**src/ptet_pkg.sv**
```systemverilog
`timescale 1ns / 1ps

package ptet_pkg;

  // Field widths of the item channels
  localparam int ACTION_W = 3;
  localparam int WEEK_W = 4;
  localparam int PLAYER_W = 5;
  localparam int STATUS_W = 2;

  // Configuration port and register widths
  localparam int CFG_IDX_W = 2;
  localparam int CFG_DATA_W = 16;
  localparam int TENURE_W = 16;
  localparam int WEEKS_CFG_W = 5;
  localparam int PLAYERS_CFG_W = 6;

  // Width used for range compares (holds the largest player count)
  localparam int LIM_W = 9;

  // Random source
  localparam int LFSR_W = 32;
  localparam logic [LFSR_W-1:0] LFSR_SEED = 32'h2545_F491;
  localparam logic [LFSR_W-1:0] LFSR_TAPS = 32'h8020_0003;

  // Remainder unit: quotient bits retired per cycle
  localparam int MOD_STEP = 4;

  // Parameter defaults
  localparam int MAX_WEEKS_DEF = 16;
  localparam int MAX_PLAYERS_DEF = 32;
  localparam int COUNT_WIDTH_DEF = 32;

  // Register reset values
  localparam logic [TENURE_W-1:0] TENURE_LOW_RST = 16'd4;
  localparam logic [TENURE_W-1:0] TENURE_HIGH_RST = 16'd100;
  localparam logic [WEEKS_CFG_W-1:0] WEEKS_RST = 5'd16;
  localparam logic [PLAYERS_CFG_W-1:0] PLAYERS_RST = 6'd32;

  typedef enum logic [ACTION_W-1:0] {
    ACT_ADD      = 3'd0,
    ACT_QUERY    = 3'd1,
    ACT_CLR_WEEK = 3'd2,
    ACT_CLR_ALL  = 3'd3,
    ACT_TICK     = 3'd4
  } action_e;

  typedef enum logic [STATUS_W-1:0] {
    ST_OK      = 2'd0,
    ST_WEEK    = 2'd1,
    ST_PLAYER  = 2'd2,
    ST_TENURE  = 2'd3
  } status_e;

  typedef enum logic [CFG_IDX_W-1:0] {
    CFG_TENURE_LOW  = 2'd0,
    CFG_TENURE_HIGH = 2'd1,
    CFG_WEEKS       = 2'd2,
    CFG_PLAYERS     = 2'd3
  } cfg_idx_e;

  // Commands from the controller to the datapath
  typedef struct packed {
    logic load_item;
    logic read;
    logic add_start;
    logic add_write;
    logic latch_tabu;
    logic sweep_week;
    logic sweep_all;
    logic sweep_step;
    logic tick;
    logic out_load;
  } cmd_t;

  // Status from the datapath to the controller
  typedef struct packed {
    action_e act;
    status_e status;
    logic    div_busy;
    logic    sweep_last;
  } sts_t;

endpackage

```
**src/ptet_ctrl.sv**
```systemverilog
`timescale 1ns / 1ps

module ptet_ctrl (
  input  logic           clk_i,
  input  logic           rst_ni,
  input  logic           in_valid_i,
  output logic           in_ready_o,
  output logic           out_valid_o,
  input  logic           out_ready_i,
  input  ptet_pkg::sts_t sts_i,
  output ptet_pkg::cmd_t cmd_o
);

  typedef enum logic [2:0] {
    S_INIT,
    S_IDLE,
    S_DECODE,
    S_DIV,
    S_READ,
    S_CLEAR,
    S_DONE
  } state_e;

  state_e state_q, state_d;
  logic   out_valid_q, out_valid_d;
  logic   ok;

  assign ok = (sts_i.status == ptet_pkg::ST_OK);

  // Next state and commands
  always_comb begin
    state_d = state_q;
    cmd_o   = '0;
    case (state_q)
      S_INIT: begin
        cmd_o.sweep_step = 1'b1;
        if (sts_i.sweep_last) begin
          state_d = S_IDLE;
        end
      end
      S_IDLE: begin
        if (in_valid_i) begin
          cmd_o.load_item = 1'b1;
          state_d = S_DECODE;
        end
      end
      S_DECODE: begin
        state_d = S_DONE;
        case (sts_i.act)
          ptet_pkg::ACT_ADD: begin
            if (ok) begin
              cmd_o.read      = 1'b1;
              cmd_o.add_start = 1'b1;
              state_d = S_DIV;
            end
          end
          ptet_pkg::ACT_QUERY: begin
            if (ok) begin
              cmd_o.read = 1'b1;
              state_d = S_READ;
            end
          end
          ptet_pkg::ACT_CLR_WEEK: begin
            if (ok) begin
              cmd_o.sweep_week = 1'b1;
              state_d = S_CLEAR;
            end
          end
          ptet_pkg::ACT_CLR_ALL: begin
            cmd_o.sweep_all = 1'b1;
            state_d = S_CLEAR;
          end
          ptet_pkg::ACT_TICK: cmd_o.tick = 1'b1;
          default: state_d = S_DONE;
        endcase
      end
      S_DIV: begin
        if (!sts_i.div_busy) begin
          cmd_o.add_write = 1'b1;
          state_d = S_DONE;
        end
      end
      S_READ: begin
        cmd_o.latch_tabu = 1'b1;
        state_d = S_DONE;
      end
      S_CLEAR: begin
        cmd_o.sweep_step = 1'b1;
        if (sts_i.sweep_last) begin
          state_d = S_DONE;
        end
      end
      S_DONE: begin
        if (!out_valid_q || out_ready_i) begin
          cmd_o.out_load = 1'b1;
          state_d = S_IDLE;
        end
      end
      default: state_d = S_IDLE;
    endcase
  end

  // Hold the output item until taken
  always_comb begin
    out_valid_d = out_valid_q;
    if (cmd_o.out_load) begin
      out_valid_d = 1'b1;
    end else if (out_ready_i) begin
      out_valid_d = 1'b0;
    end
  end

  always_ff @(posedge clk_i or negedge rst_ni) begin
    if (!rst_ni) begin
      state_q     <= S_INIT;
      out_valid_q <= 1'b0;
    end else begin
      state_q     <= state_d;
      out_valid_q <= out_valid_d;
    end
  end

  assign in_ready_o  = (state_q == S_IDLE);
  assign out_valid_o = out_valid_q;

endmodule

```
**config.mk**
```make
export PLATFORM = sky130hd
export DESIGN_NAME = ptet_ctrl
export DESIGN_NICKNAME = d
export VERILOG_FILES = /design/src/ptet_pkg.sv /design/src/ptet_ctrl.sv
export SDC_FILE = /design/constraint.sdc
export NUM_CORES = 1
export LEC_CHECK = 0
export BUFFER_PORTS_ARGS = -buffer_cell sky130_fd_sc_hd__buf_2
export CORE_AREA = 4 4 41 43
export CTS_CLUSTER_SIZE = 8
export DETAILED_ROUTE_END_ITERATION = 12
export DIE_AREA = 0 0 45 47
export HOLD_SLACK_MARGIN = 0.12
export PLACE_DENSITY = 0.64
export SLEW_MARGIN = 20
export SYNTH_ARGS = -nofsm -noshare
export SYNTH_HDL_FRONTEND = slang
export SYNTH_SLANG_ARGS = --single-unit
```
**constraint.sdc**
```tcl
create_clock -name clk_i -period 1.3 [get_ports clk_i]
set_input_delay 0.195 -clock clk_i [delete_from_list [all_inputs] [get_ports clk_i]]
set_output_delay 0.195 -clock clk_i [all_outputs]
set_load 0.005 [all_outputs]
```
==> summary.md <==
| Metric | Value |
|---|---|
| Final Hold Viols | `0` |
| Setup Crit Path Kind | `flop to primary output` |
| Final Skew | `0.00207 ns` |
| Core area | `1300 sq um` |
| Hold Path Class | `input pin to asynchronous set/reset pin` |
| Top-count cell post-synth | `nand2_1` |
| Adder-cell share of the synthesized area | `0%` |
| Area delta synth->final | `86.4%` |
| Nature of the critical path endpoint | `primary output` |
| Antenna violations before repair | `0` |
| Final instance area | `739 sq um` |
| Unique cell type count in the Yosys netlist | `29` |
| Dominant synthesized flop cell | `dfrtp_1` |
| Status | `finished, violations left` |
| Maxcap violations | `0` |
| Failing checks | `negative setup slack` |
| Total clock sinks | `4` |
| Fin crit period | `1.69 ns` |
| Aggregate global routing overflow | `0` |
| Synth Cell Area | `397 sq um` |
| Die footprint | `2120 sq um` |
| Asr flop ratio synth | `100%` |
| CP top delay family | `simple AND/OR/NAND/NOR gates` |
| Simple-Gate Fraction of Synth Area | `45.4%` |
| Slowest cell on the critical path | `dfrtp_1` |
| Share of the synthesized area in the top cell type | `25.2%` |
| Setup violators final | `14` |
| CP cell instances | `nand2b_4 > or3_4 > nand2b_4 > nor3_2 > buf_2` |
| Htree depth | `1` |
| Total detailed-routing wirelength | `1380 microns` |
| Largest family of logic cells by synthesized area | `simple AND/OR/NAND/NOR gates` |
| Synthesized netlist cell count | `53` |
| Placed cell areas | `599 sq um` |
| Post-synth EDFFs | `0` |
| Global-route wire length before repair | `2190 microns` |
| Total track usage | `14.4%` |
| Synth top area cells | `dfrtp_1 (25%), nand2b_1 (7.9%), nand2_1 (5.7%)` |
| Worst Path Required | `1.11 ns` |
| Cell taking the most area after synthesis | `dfrtp_1` |
| ANT nets after route | `0` |
| Synth Net Count | `64` |
| Residual DRC | `0` |
| Xor/xnor share of the synthesized area | `0%` |
| Vias in the first global route | `529` |
| Setup ws final | `-0.389 ns` |
| Commonest cells post-synth | `nand2_1 (6), nand2b_1 (5), nor2_1 (5)` |
| Routed len/inst | `12.9 microns` |
| Seq/Total Area, Yosys | `25.2%` |
| I/O Pins | `23` |
| Port Buf Inserts | `22` |
| Skew-Pair Late Insertion Delay | `0.24 ns` |
| Initial Util | `30.5%` |
| Syn Area/Cell | `7.48 sq um` |
| Chip height | `47 microns` |
| Pre-antenna DRT Iters | `4` |
| Nets@finish | `105` |
| Fmax achieved | `0.592 GHz` |
| Post-synthesis mux area share | `0%` |
| Pwr dens | `2130 nW/um^2` |
| CP Buf/Inv Count | `1` |
| Slew Limit Fails | `0` |
| RSZ-0062 raised after global routing | `true` |
| Final TNS setup | `-3.44 ns` |
| GPL Wtd Cong | `0.799` |
| Vias per cell | `4.93` |
| Total Power | `1.58 mW` |
| Synth Area in Compound Gates | `22.1%` |
| CTS max path bufs | `2` |
| Pleak | `0.382 nW` |
| Row count | `13` |
| Antenna Cells | `0` |
| Initial drt markers | `8` |
| Synth warn | `0` |
| Slowest stage delay, CP | `0.37 ns` |
| CTS root buf | `clkbuf_4` |
| Pin count of the biggest net entering global routing | `13` |
| Post-detail-place hpwl | `965 microns` |
| Crit Path Max Fanout | `3` |
| Most frequent cell on the critical path | `nand2b_4` |
| Worst setup path startpoint | `state_q[2]` |
| Layout cell share with drive strength beyond 1 | `58.7%` |
| Synth Register Bits | `4` |
| Reg2reg start | `state_q[0]` |
| CTS tree | `yes` |
| Rel. slew slack | `81.7%` |
| Via count | `528` |
| Startpoint types | `flop` |
| Largest vdd supply drop | `1380 uV` |
| CP arrival | `1.49 ns` |
| Part of the cycle the worst path needs | `130%` |
| TritonCTS Buffers | `3` |
| Clk pin slew, worst setup/hold paths | `0.04 ns` |
| Worst-margin pin slew | `0.274 ns` |
| Width of the die | `45 microns` |
## power breakdown
part	switching [mW]	leakage, nW	total [mW]	internal [mW]
logic	0.513	0.319	1.19	0.674
registers	0.0441	0.0487	0.237	0.193
clock network	0.0510	0.0138	0.154	0.103
## layout by cell type, fill, tap and decap left out, types with 2 or more instances in the layout
cell,netlist,routed
a21oi_1,3,3
buf_2,2,22
buf_4,1,11
buf_6,0,6
clkbuf_4,0,3
dfrtp_1,4,4
inv_1,2,2
nand2_1,6,6
nand2b_4,1,5
nor2_1,5,2
nor2_2,0,2
nor3_1,3,2
nor3b_2,1,2
nor4_1,2,2
o21ai_1,2,2
## cell families (layout without fill, tap and decap cells)
group | Yosys count | after routing
and+or+nand+nor | 30 | 30
AOI/OAI and AO/OA | 13 | 13
buffers and inverters | 6 | 45
DFF | 4 | 4
## what timing repair did
| item | CTS | global route |
|---|---|---|
| hold buffers | 1 | 0 |
| hold endpoints to repair | 4 | 0 |
| pin swaps | 9 | 4 |
| setup endpoints to repair | 14 | 14 |
| buffers inserted | 8 | 1 |
| gates resized for setup | 13 | 2 |
## sequential cells by signal (all words and copies together), names as in the netlist
| name | count |
|---|---|
| out_valid_o | 1 |
| state_q | 3 |
## final timing paths
path	end	slack (ns)	depth (start not counted)
worst max register to register	state_q[0]	-0.24	7
max in group asynchronous	state_q[2]	0.85	2
worst min register to register	out_valid_o	0.63	3
min in group clk_i	out_valid_o	0.35	4
worst max-delay path	cmd_o[7]	-0.39	5
worst min-delay path	state_q[1]	0.33	2
## final cells by class
class	instances	area, sq um
flip-flops and latches	4	100
well taps	15	18.8
repair buffers	40	270
clock buffers	3	22.5
multi-input cells	43	320
fillers	133	562
inverters	2	7.51
## metrics by stage
stage                     setup slack, ns  instances  hold slack [ns]  utilization [%]
after floorplan                    -0.108         53           -0.101                -
after global placement             -0.140         97          0.00149             46.1
after detailed placement           -0.160         97          0.00736             46.1
after CTS                          -0.405        108            0.291             57.3
after global routing               -0.467        107            0.317             56.8
final                              -0.389        107            0.330             56.8
## layer usage
metal	part of all wire, %	up-vias	wire [microns]	track usage (%)
met5	0	-	0	0
met4	0.94	0	13	7.02
met3	7.0	2	96	4.60
met2	53	20	730	26.8
met1	39	236	537	14.4
li1	-	270	-	-
Power figures use the tool's default switching activity.
